<file path="src/bitmap_block_allocator_unit_assert.svh">
// Assertion macros shared by the bitmap block allocator RTL.
// Depends on nothing; included by the files that carry assertions.
`ifndef BITMAP_BLOCK_ALLOCATOR_UNIT_ASSERT_SVH
`define BITMAP_BLOCK_ALLOCATOR_UNIT_ASSERT_SVH

// Same-cycle implication, disabled while reset is asserted.
`define BBA_ASSERT_IMPLIES(lbl, ck, rn, ante, cons, msg) \
    lbl: assert property (@(posedge ck) disable iff (!(rn)) (ante) |-> (cons)) \
        else $error(msg);

// Next-cycle implication, disabled while reset is asserted.
`define BBA_ASSERT_NEXT(lbl, ck, rn, ante, cons, msg) \
    lbl: assert property (@(posedge ck) disable iff (!(rn)) (ante) |=> (cons)) \
        else $error(msg);

`endif

</file>
<file path="src/bba_bitmap_ram.sv">
// Usage bitmap storage: one write port, one read port with registered data.
// No dependencies.
module bba_bitmap_ram #(
    parameter int DEPTH = 128,
    parameter int WIDTH = 32,
    parameter int AW    = 7
) (
    input  logic             clk,
    input  logic             wr_en,
    input  logic [AW-1:0]    wr_addr,
    input  logic [WIDTH-1:0] wr_data,
    input  logic             rd_en,
    input  logic [AW-1:0]    rd_addr,
    output logic [WIDTH-1:0] rd_data
);

    logic [WIDTH-1:0] mem [DEPTH];
    logic [WIDTH-1:0] rd_data_reg;

    always_ff @(posedge clk)
    begin
        if (wr_en)
        begin
            mem[wr_addr] <= wr_data;
        end
    end

    always_ff @(posedge clk)
    begin
        if (rd_en)
        begin
            rd_data_reg <= mem[rd_addr];
        end
    end

    assign rd_data = rd_data_reg;

endmodule

</file>
<file path="config.mk">
export PLATFORM = sky130hd
export DESIGN_NAME = bba_bitmap_ram
export DESIGN_NICKNAME = d
export VERILOG_FILES = /design/src/bitmap_block_allocator_unit_assert.svh /design/src/bba_bitmap_ram.sv
export SDC_FILE = /design/constraint.sdc
export NUM_CORES = 2
export LEC_CHECK = 0
export BUFFER_PORTS_ARGS = -buffer_cell sky130_fd_sc_hd__clkbuf_2
export CAP_MARGIN = 30
export CORE_MARGIN = 2
export CORE_UTILIZATION = 61
export DETAILED_ROUTE_END_ITERATION = 8
export PLACE_DENSITY_LB_ADDON = 0.12
export SLEW_MARGIN = 20
export SYNTH_ARGS = -nofsm -noshare
export SYNTH_HDL_FRONTEND = slang
export SYNTH_SLANG_ARGS = --single-unit
</file>
<file path="constraint.sdc">
create_clock -name clk -period 5.8 [get_ports clk]
set_clock_uncertainty 0.2 [all_clocks]
set_input_delay 1.16 -clock clk [delete_from_list [all_inputs] [get_ports clk]]
set_output_delay 1.16 -clock clk [all_outputs]
set_load 0.05 [all_outputs]
</file>
* Word level (Yosys, flattened, before mapping) *
Memory sizes are Yosys's and may differ from the RTL's. A register that Yosys moved wholly into a read port is not among the register bits.
Index checks and enable logic that the tools add are counted.
Widths: inputs -> output; s select.

word-level totals
  output and inout port bits = 32
  bits in writable memories = 4,096
  logic and storage cells = 3
  flip-flop bits (word level) = 0
  input bits = 49
  memories = 1

memories
  name  words  bits a word  read ports  clocked after Yosys merged registers in  write ports  RTL line              text
  mem   128    32           1           1                                        1            bba_bitmap_ram.sv:17  logic [WIDTH-1:0] mem [DEPTH];

operators by class
  mux-type cells = 2

operator list
  cell    number
  $mux 1  2

* Logic depth before layout (Yosys ltp) *
  depth after elaboration = 2
  mapped depth = 8
  mapped depth without buffers = 4

* Worst setup path before layout *
OpenSTA, ideal clock, no wires.

  path type = input-to-reg
  start point = input port wr_en
  end point = memory mem[98][0], enable pin
  arrival time = 3,938 ps
  path buffers = 1
  data required time = 5,139 ps
  stages on the path = 3
  setup time = 461 ps
  setup slack = 1,201 ps
  path through = clkbuf_1 nand4_1 nor3_1

between the ends
  cells in the longest elaborated chain, start to end = 2

ends and longest elaborated chain
  what                          RTL line              text
  start: declaration            bba_bitmap_ram.sv:9   input logic wr_en,
  $mux 1                        bba_bitmap_ram.sv:22  if (wr_en)
  $mux 1 (not written as such)  bba_bitmap_ram.sv:24  mem[wr_addr] <= wr_data;
  end: declaration              bba_bitmap_ram.sv:17

Every way passes these cells.

==> run_results.csv <==
group,metric,value,unit
clocking,clk_pin_slew_worst_paths,0.06,ns
synthesis,avgSynthCellArea,26.1,µm²
grt,antenna_found_initial,55,
synthesis,synth-warning-count,0,
grt,grt_pass1_vias,71600,
job,drv_cap,0,
pwr,p_leak,54.7,nW
route,vias_per_cell,6.98,
clocking,root_buffer,"clkbuf_16",
pwr,p_sw,13.2,mW
outcome,outcome,"completed",
sta,hold_viol,0,
die,core_area,256000,µm²
synthesis,ys_top_cells_by_area,"edfxtp_1 79%, mux4_2 19%, clkbuf_1 0.44%",
worst_setup_path,critPathSlowestCell,"mux4_2",
clocking,cts_resized,0,
synthesis,synth.cell_area,157000,µm²
finish,drive_above_1_share,36.5,%
route,drt_pre_antenna_iters,5,
sta,fin_crit_sh,70.6,%
synthesis,synth-seq-area-share,79.2,%
pwr,switching_share,21.2,%
clocking,cts_hold_buf,0,
worst_setup_path,critical_path.cell_chain,"buf_12, buf_12, buf_4, mux4_2, mux4_2, mux4_2, mux2_2",
finish,regArea,124000,µm²
clocking,htreeDepth,5,
worst_setup_path,slowest_delay,0.63,ns
synthesis,postSynthCellCount,5990,
finish,largest_reg_flops,4096,
die,start_util,61.2,%
place,place_congestion,0.851,
sta,grt_setup_unrepaired,"false",
pwr,clkPwrFrac,41.3,%
hold_path,holdPathStages,1,
grt,grt_usage,32.0,%
clocking,cts.sinks,4128,
sta,totalNegativeSetupSlack,0,ns
clocking,clkLatencyLatePin,1.01,ns
die,ios,81,
worst_setup_path,startpoint_type,"primary input",
worst_setup_path,cp_top_family,"multiplexers",
clocking,numCtsBuffers,416,
finish,fin_nets,6563,
worst_setup_path,cp-end-kind,"register",
sta,min_period,4.10,ns
worst_setup_path,arrival,4.60,ns
route,dr.first_iter.drc_count,10500,
pwr,seqPwrFrac,53.3,%
worst_setup_path,reg2reg_from,"mem[98][30]",
sta,setup_viol,0,
pwr,comb_power_share,5.5,%
pwr,report.power.total,62.1,mW
route,wl,411000,µm
sta,fmax,244,MHz
sta,tightestPinTransition,1.14,ns
clocking,ctsLongestPathBuffers,4,
pwr,ir_worst_vdd,0.360,mV
synthesis,synth_top_area_share,79.2,%
die,die_area,261000,µm²
place,dp_hpwl,239000,µm
worst_setup_path,critPathKind,"in2reg",
die,die_h,511,µm
synthesis,yosysTopAreaCell,"edfxtp_1",
hold_path,hold_class,"in2reg",
grt,grt_max_degree,95,
synthesis,synth.distinct_cells,16,
finish,fillCellCount,14900,
finish,area_growth,13.4,%
worst_setup_path,cp_common_cell,"mux4_2",
die,rows,186,
grt,grt-ovfl-total,0,
pwr,pwr_density_cell,350,nW/µm²
route,avgRoutedWirePerCell,40.1,µm
synthesis,syn-num-nets,6039,
worst_setup_path,critPathBufInv,3,
worst_setup_path,reg2reg_depth,4,
route,vias,71500,
sta,max_slew_margin,24.1,%
pwr,p_int,48.9,mW
grt,grt_pass1_wl,570000,µm
worst_setup_path,r2r_slack,2.71,ns
worst_setup_path,critical_path_required,6.31,ns
clocking,post-cts-setup-buffers,0,
sta,slew_viol_final,0,
worst_setup_path,critical_path.max_fanout,39,
synthesis,ys_ff_latch,4128,
place,port_buffers,80,
hold_path,worst_hold_path.endpoint,"mem[24][20]",
route,drc_errors,0,
finish,multiInputGateArea,32300,µm²
route,drtAntennaViolNets,0,
die,die_w,511,µm
worst_setup_path,reg2reg_to,"rd_data[30]",
hold_path,hp-start,"wr_data[20]",
clocking,cts_tree,"built",
through the flow:
stage                     hold slack (ns)  instance area [µm²]  instances  utilization [%]  setup WS, ns
after floorplan                     0.949               157000       5990                -          1.20
after global placement               1.00               164000       9469             64.2         0.746
after detailed placement             1.01               164000       9473             64.3         0.735
after CTS                           0.318               177000      10200             69.3          1.76
after global routing                0.305               178000      10200             69.4          1.65
final                               0.331               178000      10200             69.4          1.70
worst max-delay path by stage:
stage,startpoint,endpoint,slack (ns),cells after the start
final,rd_addr[0],rd_data[26],1.70,7
after global routing,rd_addr[0],rd_data[13],1.65,7
after CTS,rd_addr[0],rd_data[26],1.76,7
after detailed placement,rd_addr[0],rd_data[26],0.74,7
after global placement,rd_addr[0],rd_data[26],0.75,7
after floorplan,wr_en,mem[98][0],1.20,3
power groups by stage:
stage / logic (mW) / clock network (mW) / registers (mW)
5_1_grt: 3.49 / 27.0 / 33.1
4_1_cts: 3.38 / 25.9 / 33.1
3_3_place_gp: 3.32 / 0 / 33.7
3_5_place_dp: 3.37 / 0 / 33.7
2_1_floorplan: 1.59 / 0 / 33.7
6_report: 3.39 / 25.6 / 33.1
cells in the final DEF, fill, tap and decap left out, types with 5 or more instances in the layout:
| cell type | synthesis | final |
|---|---|---|
| clkinv_1 | 0 | 96 |
| clkbuf_16 | 0 | 418 |
| inv_6 | 0 | 5 |
| nand2_1 | 14 | 11 |
| nand3_1 | 12 | 8 |
| buf_12 | 0 | 76 |
| edfxtp_1 | 4128 | 4128 |
| nor2b_1 | 7 | 7 |
| buf_4 | 3 | 293 |
| diode_2 | 0 | 32 |
| mux4_2 | 1344 | 1344 |
| clkbuf_1 | 182 | 83 |
| mux2_2 | 32 | 32 |
| nor2_4 | 0 | 119 |
| clkinv_2 | 0 | 78 |
| clkbuf_2 | 0 | 40 |
| nor3_2 | 0 | 9 |
| buf_16 | 0 | 6 |
| clkinvlp_4 | 0 | 13 |
| bufinv_16 | 0 | 35 |
cell usage after synthesis, drive strengths merged:
library cell / number
or3: 1
nor2b: 7
edfxtp: 4128
clkbuf: 182
nand2: 14
nor2: 122
nand4: 3
buf: 134
mux4: 1344
mux2: 32
nand2b: 2
nand3: 12
nor3: 9
layout make-up:
type,count,share of cell area (%)
Sequential cell,4128,69.8
Multi-Input combinational cell,1546,18.2
Clock buffer,501,6.07
Tap cell,3384,2.38
Timing Repair Buffer,422,2.35
Clock inverter,236,1.17
Antenna cell,32,0.0451
kinds of logic after synthesis:
group / synth area share [%]
buffers and inverters: 0.837
flip-flops: 79.2
multiplexers: 19.6
AND/OR/NAND/NOR: 0.445
metal layers:
metal / GRT usage [%] / share of wire, % / vias to the layer above
li1: - / - / 27500
met1: 43.9 / 36 / 39100
met2: 51.7 / 50 / 4112
met3: 6.39 / 9.9 / 727
met4: 12.7 / 4.5 / 34
met5: 0 / 0.054 / -
Note: power is estimated with default switching activity, not from simulation.
