<file path="config.mk">
export PLATFORM = sky130hd
export DESIGN_NAME = bba_word_scan
export DESIGN_NICKNAME = d
export VERILOG_FILES = /design/src/bitmap_block_allocator_unit_assert.svh /design/src/bba_word_scan.sv
export SDC_FILE = /design/constraint.sdc
export NUM_CORES = 1
export LEC_CHECK = 0
export ABC_CLOCK_PERIOD_IN_PS = 10000
export BUFFER_PORTS_ARGS = -buffer_cell sky130_fd_sc_hd__buf_2
export CAP_MARGIN = 20
export CORE_ASPECT_RATIO = 1.25
export CORE_UTILIZATION = 43
export DETAILED_ROUTE_END_ITERATION = 6
export MAX_ROUTING_LAYER = met4
export PLACE_DENSITY_LB_ADDON = 0.1
export SETUP_SLACK_MARGIN = 0.02
export SYNTH_ARGS = -nofsm -noshare
export SYNTH_HDL_FRONTEND = slang
export SYNTH_SLANG_ARGS = --single-unit
</file>
<file path="constraint.sdc">
create_clock -name vclk -period 10
set_input_delay 3 -clock vclk [all_inputs]
set_output_delay 3 -clock vclk [all_outputs]
set_load 0.02 [all_outputs]
</file>
<file path="src/bitmap_block_allocator_unit_assert.svh">
// Assertion macros shared by the bitmap block allocator RTL.
// Depends on nothing; included by the files that carry assertions.
`ifndef BITMAP_BLOCK_ALLOCATOR_UNIT_ASSERT_SVH
`define BITMAP_BLOCK_ALLOCATOR_UNIT_ASSERT_SVH

// Same-cycle implication, disabled while reset is asserted.
`define BBA_ASSERT_IMPLIES(lbl, ck, rn, ante, cons, msg) \
    lbl: assert property (@(posedge ck) disable iff (!(rn)) (ante) |-> (cons)) \
        else $error(msg);

// Next-cycle implication, disabled while reset is asserted.
`define BBA_ASSERT_NEXT(lbl, ck, rn, ante, cons, msg) \
    lbl: assert property (@(posedge ck) disable iff (!(rn)) (ante) |=> (cons)) \
        else $error(msg);

`endif

</file>
<file path="src/bba_word_scan.sv">
// Word scanner: finds the lowest free bit of one bitmap word inside a
// valid-bit mask and builds the word with that bit marked used. No dependencies.
module bba_word_scan #(
    parameter int WORD_BITS = 32,
    parameter int IDX_W     = 5
) (
    input  logic [WORD_BITS-1:0] word_data,
    input  logic [WORD_BITS-1:0] valid_mask,
    output logic                 found,
    output logic [IDX_W-1:0]     bit_idx,
    output logic [WORD_BITS-1:0] set_word
);

    logic [WORD_BITS-1:0] free_bits;
    logic [WORD_BITS-1:0] lowest;

    // Isolate the lowest set bit of the free vector.
    assign free_bits = ~word_data & valid_mask;
    assign lowest    = free_bits & (~free_bits + WORD_BITS'(1));
    assign found     = |free_bits;
    assign set_word  = word_data | lowest;

    // Encode the one-hot position: each index bit ORs the positions that carry it.
    always_comb
    begin
        logic [IDX_W-1:0] idx_v;
        idx_v = '0;
        for (int j = 0; j < IDX_W; j++)
        begin
            for (int i = 0; i < WORD_BITS; i++)
            begin
                if (((i >> j) & 1) != 0)
                begin
                    idx_v[j] = idx_v[j] | lowest[i];
                end
            end
        end
        bit_idx = idx_v;
    end

endmodule

</file>
; ---- Word-level counts from Yosys, hierarchy flattened
; Cells that the tools add are included.
[totals]
register_bits = 0
latchBits = 0
mem_bits_rw = 0
mem_bits_ro = 0
input_bits = 64
output_inout_bits = 38
mem_count = 0
[classes]
n_addsub = 1
multipliers = 0
n_div = 0
n_lt_le_gt_ge = 0
eq_ne = 0
shifts = 0
mux = 0
bitwise = 80
n_reduce_logical = 1
[op_table]
columns = op, n
row1 = 1-bit bitwise OR, 75
row2 = 32-bit bitwise AND, 2
row3 = 32-bit inverter, 2
row4 = "32-bit by 1-bit adder with 32-bit output, second input constant", 1
row5 = 32-bit bitwise OR, 1
row6 = 32-bit OR reduction, 1

; ---- Logic depth before layout (Yosys ltp)
; Gate-level depths: netlist of run 1.
[logic_depth]
word_depth = 20
ltp_mapped = 7
mapped_depth_nobuf = 6

; ---- Worst setup path before layout of run 1
; OpenSTA, ideal clock, no wires.
[synth_path]
path_type = input to output
from = input valid_mask[1]
to = output bit_idx[2]
arrival_time_ps = 4514
t_required_ps = 7000
slack_ps = 2486
stages = 6
path_buffers = 0
path_cell_list = nor2b_1 > a2111oi_4 > nand2_2 > nor4b_4 > a32oi_1 > nand4_1
[synth_between]
elab_chain_cells = 19
[synth_rtl]
columns = element, line_no
row1 = from (decl), bba_word_scan.sv:8  ; input logic [WORD_BITS-1:0] valid_mask,
row2 = 32-bit bitwise AND (*), bba_word_scan.sv:18  ; assign free_bits = ~word_data & valid_mask;
row3 = 32-bit inverter (*), bba_word_scan.sv:19  ; assign lowest = free_bits & (~free_bits + WORD_BITS'(1));
row4 = 32-bit by 1-bit adder with 32-bit output (*), bba_word_scan.sv:19
row5 = 32-bit bitwise AND (*), bba_word_scan.sv:19
row6 = 1-bit bitwise OR (14 in a row), bba_word_scan.sv:34  ; idx_v[j] = idx_v[j] | lowest[i];
row7 = 1-bit bitwise OR (*), bba_word_scan.sv:34
row8 = to (decl), bba_word_scan.sv:10  ; output logic [IDX_W-1:0] bit_idx,
; Every way passes the cells marked *; elsewhere a longest branch is shown, timed or not.

; ---- Worst setup path in the final report of run 1
[layout_path]
from = input valid_mask[1]
to = output bit_idx[3]
; Same word-level chain as after synthesis.

==> results of run 1 <==
layout by cell type (no fill, tap or decap), types with 2 or more instances in the layout:
cell / count
a21o_1: 11
a21oi_1: 5
a31o_2: 13
a32oi_1: 2
a41o_1: 2
and2_1: 5
buf_2: 102
inv_1: 5
nand2_1: 19
nand2_2: 2
nand2b_1: 12
nand3_1: 10
nand4_1: 5
nor2_1: 16
nor2b_1: 25
nor3_1: 8
nor3_2: 2
nor4_1: 2
nor4_2: 2
o21ai_0: 9
o21bai_1: 3
o22ai_1: 2
or2_2: 2
final cells by class:
class / count / share of cell area [%]
Multi-Input combinational cell: 171 / 65.9
Timing Repair Buffer: 102 / 30.5
Tap cell: 33 / 2.47
Inverter: 5 / 1.12
through the flow:
| stage | std cells | hold slack, ns | util [%] | setup slack (ns) | cell area (um^2) |
|---|---|---|---|---|---|
| 6_report | 311 | 6.30 | 68.2 | 1.73 | 1670 |
| 5_1_grt | 311 | 6.32 | 68.2 | 1.54 | 1670 |
| 4_1_cts | 311 | 6.31 | 68.2 | 1.73 | 1670 |
| 3_5_place_dp | 311 | 6.30 | 68.2 | 1.73 | 1670 |
| 3_3_place_gp | 311 | 6.30 | 68.2 | 1.78 | 1670 |
| 2_1_floorplan | 177 | 6.14 | - | 2.49 | 1120 |
report_power, final:
| part | switching, mW | internal, mW | total, mW |
|---|---|---|---|
| Combinational | 0.0452 | 0.0331 | 0.0783 |
| Clock | 0 | 0 | 0 |
| Sequential | 0 | 0 | 0 |
| Total | 0.0452 | 0.0331 | 0.0783 |
worst paths after layout:
path / to / slack, ns / cells past startpoint / start
worst max-delay path: bit_idx[3] / 1.73 / 8 / valid_mask[1]
worst min-delay path: set_word[1] / 6.30 / 3 / word_data[1]
worst min-delay path, stage by stage:
cell and delay (ns):
buf_2 0.09, a21o_1 0.07, buf_2 0.15
metal layers:
layer | global-route usage (%) | part of all wire (%) | up-vias | routed length, um
li1 | - | - | 873 | -
met3 | 0.915 | 5.9 | 0 | 211
met2 | 48.6 | 54 | 69 | 1930
met5 | - | 0 | - | 0
met1 | 26.1 | 41 | 755 | 1460
met4 | 1.98 | 0 | 0 | 0
kinds of logic (layout without fill, tap and decap cells):
group                  after synthesis  count (layout)  share of synthesized area, %
AO/OA/AOI/OAI                       55              55                          37.9
AND/OR/NAND/NOR                    116             116                          60.0
buffers and inverters                6             107                          2.11
==> impl_metrics.csv, run 1 <==
group,metric,value,unit
timing,hold_viol,0,
worst_setup_path,cp_top_family,"simple AND/OR/NAND/NOR gates",
route,wl_per_cell,11.6,um
route,via_count,1697,
floorplan,rows,20,
grt,grt_antenna_before_repair,0,
cells_and_area,n_clock_buffer,0,
yosys,ys_warn_count,0,
placed_design,port-buffer-count,102,
worst_setup_path,cp_max_fo,11,
timing,rsz0062_at_grt,"false",
route,postRouteAntennaNets,0,
yosys,avgSynthCellArea,6.35,um^2
route,drtPass1Iterations,4,
cells_and_area,drive_above_1_share,46.0,%
cells_and_area,regArea,0,um^2
yosys,synth.top_cell.area_share,13.9,%
route,via_per_inst,5.46,
grt,grt_pass1_wl,5220,um
yosys,yosysMostFrequentCell,"nor2b_1",
worst_setup_path,max_stage_delay,0.58,ns
yosys,ys_top_cells_by_count,"nor2b_1 (25), nand2_1 (19), nor2_1 (16), a31o_2 (13), nand2b_1 (12)",
placed_design,hpwlAfterDp,3160,um
timing,finalCriticalPeriod,8.27,ns
power,peakVddDrop,26.5,uV
timing,setup_viol_count_final,0,
route,drt-total-wl,3600,um
yosys,synth_cells,177,
grt,track_usage,24.5,%
floorplan,initial_core_util,45.9,%
timing,finalSetupTns,0,ns
floorplan,die_x,47.7,um
yosys,ys_types,37,
cts,cts_setup_buffers,0,
power,finalPower,78.3,uW
worst_hold_path,hold_path_class,"input pin to primary output",
cts,holdBufCountCts,0,
yosys,seq_area_frac_synth,0,%
worst_setup_path,worst-path-buf-inv,2,
cells_and_area,n_fill_cell,262,
run,drv_cap,0,
worst_setup_path,crit_slowest_cell,"a2111oi_4",
worst_setup_path,cp-end-kind,"primary output",
placed_design,gp_congestion,0.961,
cells_and_area,flops_and_latches,0,
timing,fmax,121,MHz
yosys,netlist_area,1120,um^2
floorplan,io-pin-count,102,
floorplan,die_h,59.2,um
grt,grt_start_max_net_pins,12,
grt,grt_overflow,0,
worst_setup_path,cp_common_cell,"buf_2",
worst_setup_path,startpoint_type,"input pin",
cells_and_area,area_delta_synth_final,48.6,%
yosys,synth_fp_nets,241,
worst_setup_path,crit_required,7.00,ns
timing,slew_headroom,50.1,%
timing,maxSlewViolCount,0,
status,status,"completed",
yosys,synth.area.top_cells,"nor2b_1 (14%), a31o_2 (10%), a21o_1 (7.3%), nand2b_1 (6.7%), nand2_1 (6.3%)",
route,drc,0,
timing,post-route-period-util,82.7,%
grt,first_global_vias,1375,
floorplan,dieArea,2830,um^2
worst_setup_path,critical_path_class,"input pin to primary output",
cells_and_area,multiInputGateArea,1100,um^2
worst_setup_path,path_cells,"buf_2 > nor2b_1 > a2111oi_4 > nand2_2 > nor2_1 > nand3_1 > o2111ai_1 > buf_2",
timing,worst_slew_pin_slew,0.743,ns
power,leakagePower,0.843,nW
cts,post_cts_resized,0,
cells_and_area,nets,344,
yosys,netlist.top_cell.by_area,"nor2b_1",
floorplan,core_area,2450,um^2
route,drt_iter0_drc,56,
worst_setup_path,cp.arrival,5.27,ns
power,p_per_area,46.8,nW/um^2
cells_and_area,antennaDiodeCount,0,
Power figures use the tool's default switching activity.
==> run 2: changes to the inputs <==
Settings changed: ABC_CLOCK_PERIOD_IN_PS 10000 to 7160, CORE_UTILIZATION 43 to 36.
Clock period 10 ns to 7.16 ns, I/O delays scaled along.
==> impl_metrics.csv, run 2 (synthesis results as in run 1) <==
group,metric,value,unit
cells_and_area,nets,346,
floorplan,die_x,52.0,um
timing,rsz0062_at_grt,"false",
timing,maxSlewViolCount,0,
grt,grt_pass1_wl,5730,um
worst_setup_path,cp_max_fo,7,
power,p_switching,63.3,uW
status,status,"completed",
route,via_count,1703,
timing,worst_slew_pin_slew,0.621,ns
grt,track_usage,21.3,%
cts,cts_setup_buffers,0,
grt,grt_overflow,0,
cells_and_area,n_clock_buffer,0,
timing,post-route-period-util,87.6,%
timing,slew_headroom,58.6,%
cells_and_area,final_cell_mix,"buf_2 (102), nor2b_1 (25), nand2_1 (19)",
cells_and_area,regArea,0,um^2
worst_setup_path,crit_slowest_cell,"nor3_2",
worst_setup_path,worst-path-buf-inv,2,
worst_setup_path,startpoint_type,"input pin",
power,p_per_area,65.2,nW/um^2
power,leakagePower,0.853,nW
floorplan,dieArea,3350,um^2
worst_hold_path,hold_path_class,"input pin to primary output",
worst_setup_path,cp-end-kind,"primary output",
floorplan,rows,22,
worst_setup_path,cp.arrival,4.12,ns
cts,post_cts_resized,0,
cells_and_area,final_cells,316,
timing,finalCriticalPeriod,6.27,ns
worst_setup_path,critical_path_class,"input pin to primary output",
floorplan,die_h,64.5,um
grt,grt_antenna_before_repair,0,
worst_setup_path,cp_top_family,"simple AND/OR/NAND/NOR gates",
cells_and_area,flops_and_latches,0,
timing,fmax,159,MHz
route,wl_per_cell,11.6,um
floorplan,core_area,2950,um^2
run,drv_cap,0,
worst_setup_path,max_stage_delay,0.51,ns
timing,setup_viol_count_final,0,
floorplan,io-pin-count,102,
power,peakVddDrop,33.2,uV
grt,grt_start_max_net_pins,12,
route,drt-total-wl,3670,um
timing,hold_viol,0,
floorplan,initial_core_util,38.2,%
placed_design,hpwlAfterDp,3150,um
power,power.internal,46.8,uW
cells_and_area,drive_above_1_share,46.4,%
power,power_switching_share,57.5,%
cells_and_area,antennaDiodeCount,0,
placed_design,dp.cells,316,
route,drc,0,
route,drt_iter0_drc,38,
power,clkPwrFrac,0,%
worst_setup_path,crit_required,5.01,ns
worst_setup_path,path_cells,"buf_2 > nor2b_1 > nor4_2 > nand4_1 > nor3_2 > nand2_1 > o2111ai_1 > buf_2",
cells_and_area,fin_util,57.4,%
cells_and_area,area_delta_synth_final,50.3,%
cts,holdBufCountCts,0,
placed_design,port-buffer-count,102,
power,comb_power_share,100.0,%
route,via_per_inst,5.39,
power,seqPwrFrac,0,%
worst_setup_path,cp_common_cell,"buf_2",
grt,first_global_vias,1433,
route,postRouteAntennaNets,0,
timing,finalSetupTns,0,ns
placed_design,gp_congestion,0.840,
cells_and_area,final_common_cell,"buf_2",
route,drtPass1Iterations,4,
[run 2: changes by cell type in the layout (fill, tap and decap cells not counted), sizes merged]
cell  change
buf       +2
[run 2: cell type report]
| class | count | area (um^2) |
|---|---|---|
| Inverter | 5 | 18.8 |
| Fill cell | 327 | 1250 |
| Multi-Input combinational cell | 171 | 1100 |
| Timing Repair Buffer | 104 | 526 |
| Tap cell | 36 | 45.0 |
[run 2: stage by stage]
| stage | hold WS (ns) | worst slack [ns] | total power, mW | area, um^2 |
|---|---|---|---|---|
| finish | 4.60 | 0.887 | 0.110 | 1690 |
| detailed placement | 4.59 | 0.869 | 0.110 | 1690 |
| CTS | 4.60 | 0.876 | 0.110 | 1690 |
| global placement | 4.60 | 0.912 | 0.110 | 1690 |
| floorplan | 4.44 | 1.35 | 0.0679 | 1120 |
| global route | 4.61 | 0.605 | 0.121 | 1690 |
[run 2: power by group through the flow]
| stage | logic, mW | clock network (mW) | registers, mW |
|---|---|---|---|
| CTS | 0.110 | 0 | 0 |
| global placement | 0.110 | 0 | 0 |
| floorplan | 0.0679 | 0 | 0 |
| finish | 0.110 | 0 | 0 |
| global route | 0.121 | 0 | 0 |
| detailed placement | 0.110 | 0 | 0 |
[run 2: path summary, 6_finish.rpt]
kind	from	to	slack (ns)	cells after the start
worst max-delay path	valid_mask[8]	bit_idx[3]	0.89	8
worst min-delay path	word_data[4]	set_word[4]	4.60	3
[run 2: per-layer routing]
layer | share of wire (%) | wire length (um) | vias up | GRT usage (%)
met3 | 6.6 | 243 | 0 | 1.88
met4 | 0 | 0 | 0 | 2.03
met1 | 41 | 1500 | 756 | 23.4
met5 | 0 | 0 | - | -
li1 | - | - | 881 | -
met2 | 52 | 1920 | 66 | 41.2
==> run 3: changes to the inputs <==
Settings changed: PLACE_DENSITY set to 0.86, PLACE_DENSITY_LB_ADDON 0.1 to unset.
==> impl_metrics.csv, run 3 (synthesis results as in run 1) <==
group,metric,value,unit
route,drtPass1Iterations,4,
placed_design,dp.cells,316,
placed_design,gp_congestion,0.952,
cells_and_area,drive_above_1_share,46.4,%
timing,finalSetupTns,0,ns
status,status,"completed",
timing,layout_setup_ws,0.854,ns
floorplan,initial_core_util,38.2,%
cts,holdBufCountCts,0,
worst_setup_path,crit_slowest_cell,"nor4b_2",
power,leakagePower,0.853,nW
timing,setup_viol_count_final,0,
grt,track_usage,21.9,%
grt,grt_pass1_wl,5930,um
worst_setup_path,max_stage_delay,0.56,ns
timing,slew_headroom,60.2,%
route,via_per_inst,5.51,
floorplan,dieArea,3350,um^2
route,wl_per_cell,12.3,um
worst_setup_path,cp_top_family,"simple AND/OR/NAND/NOR gates",
worst_setup_path,cp.arrival,4.16,ns
worst_setup_path,cp_max_fo,7,
power,p_switching,63.8,uW
route,postRouteAntennaNets,0,
cells_and_area,multiInputGateArea,1100,um^2
worst_setup_path,cp-end-kind,"primary output",
placed_design,placedInstanceArea,1690,um^2
worst_setup_path,worst-path-buf-inv,2,
power,peakVddDrop,32.3,uV
grt,grt_start_max_net_pins,12,
cts,post_cts_resized,0,
power,power_switching_share,57.7,%
route,via_count,1740,
power,seqPwrFrac,0,%
cells_and_area,regArea,0,um^2
cells_and_area,n_clock_buffer,0,
worst_setup_path,critical_path_class,"input pin to primary output",
floorplan,die_h,64.5,um
floorplan,core_area,2950,um^2
worst_setup_path,crit_required,5.01,ns
cells_and_area,area_delta_synth_final,50.3,%
timing,fmax,159,MHz
power,power.internal,46.8,uW
route,drc,0,
cells_and_area,fin_util,57.4,%
timing,maxSlewViolCount,0,
grt,grt_overflow,0,
cells_and_area,final_common_cell,"buf_2",
timing,rsz0062_at_grt,"false",
timing,hold_viol,0,
timing,worst_slew_pin_slew,0.597,ns
power,finalPower,111,uW
cells_and_area,nets,346,
grt,grt_antenna_before_repair,0,
floorplan,io-pin-count,102,
grt,first_global_vias,1523,
placed_design,post-place-ws,0.872,ns
placed_design,hpwlAfterDp,3400,um
cells_and_area,final_cell_mix,"buf_2 (102), nor2b_1 (25), nand2_1 (19)",
floorplan,die_x,52.0,um
cts,cts_setup_buffers,0,
cells_and_area,final_cells,316,
worst_hold_path,hold_path_class,"input pin to primary output",
timing,post-route-period-util,88.1,%
timing,finalCriticalPeriod,6.31,ns
power,comb_power_share,100.0,%
cells_and_area,fin_area,1690,um^2
cells_and_area,n_fill_cell,297,
route,drt_iter0_drc,52,
timing,whs,4.60,ns
route,drt-total-wl,3880,um
power,p_per_area,65.4,nW/um^2
placed_design,port-buffer-count,102,
power,clkPwrFrac,0,%
cells_and_area,antennaDiodeCount,0,
run,drv_cap,0,
worst_setup_path,path_cells,"buf_2 > nor2b_1 > nor4b_2 > nand2_1 > nor3_2 > o31ai_1 > nand4_1 > buf_2",
floorplan,rows,22,
cells_and_area,flops_and_latches,0,
worst_setup_path,startpoint_type,"input pin",
worst_setup_path,cp_common_cell,"buf_2",
-- run 3: power groups by stage --
stage,clock [mW],sequential [mW],combinational (mW)
after floorplan,0,0,0.0679
after global placement,0,0,0.109
after detailed placement,0,0,0.110
after CTS,0,0,0.111
after global routing,0,0,0.120
final,0,0,0.111
-- run 3: final cells by class --
class / count / share of cell area [%]
timing repair buffer: 104 / 31.1
multi-input combinational: 171 / 65.1
tap: 36 / 2.66
inverter: 5 / 1.11
-- run 3: metal layers --
metal  part of all wire [%]  up-vias  track usage [%]
met2                     56       83             45.5
met1                     37      779             22.8
met3                    6.9        2            0.704
met4                   0.41        0            0.676
li1                       -      876                -
met5                      0        -                -
-- run 3: path summary, 6_finish.rpt --
check | from | to | slack [ns] | cells past startpoint
min | word_data[25] | set_word[25] | 4.60 | 3
max | valid_mask[15] | bit_idx[2] | 0.85 | 8
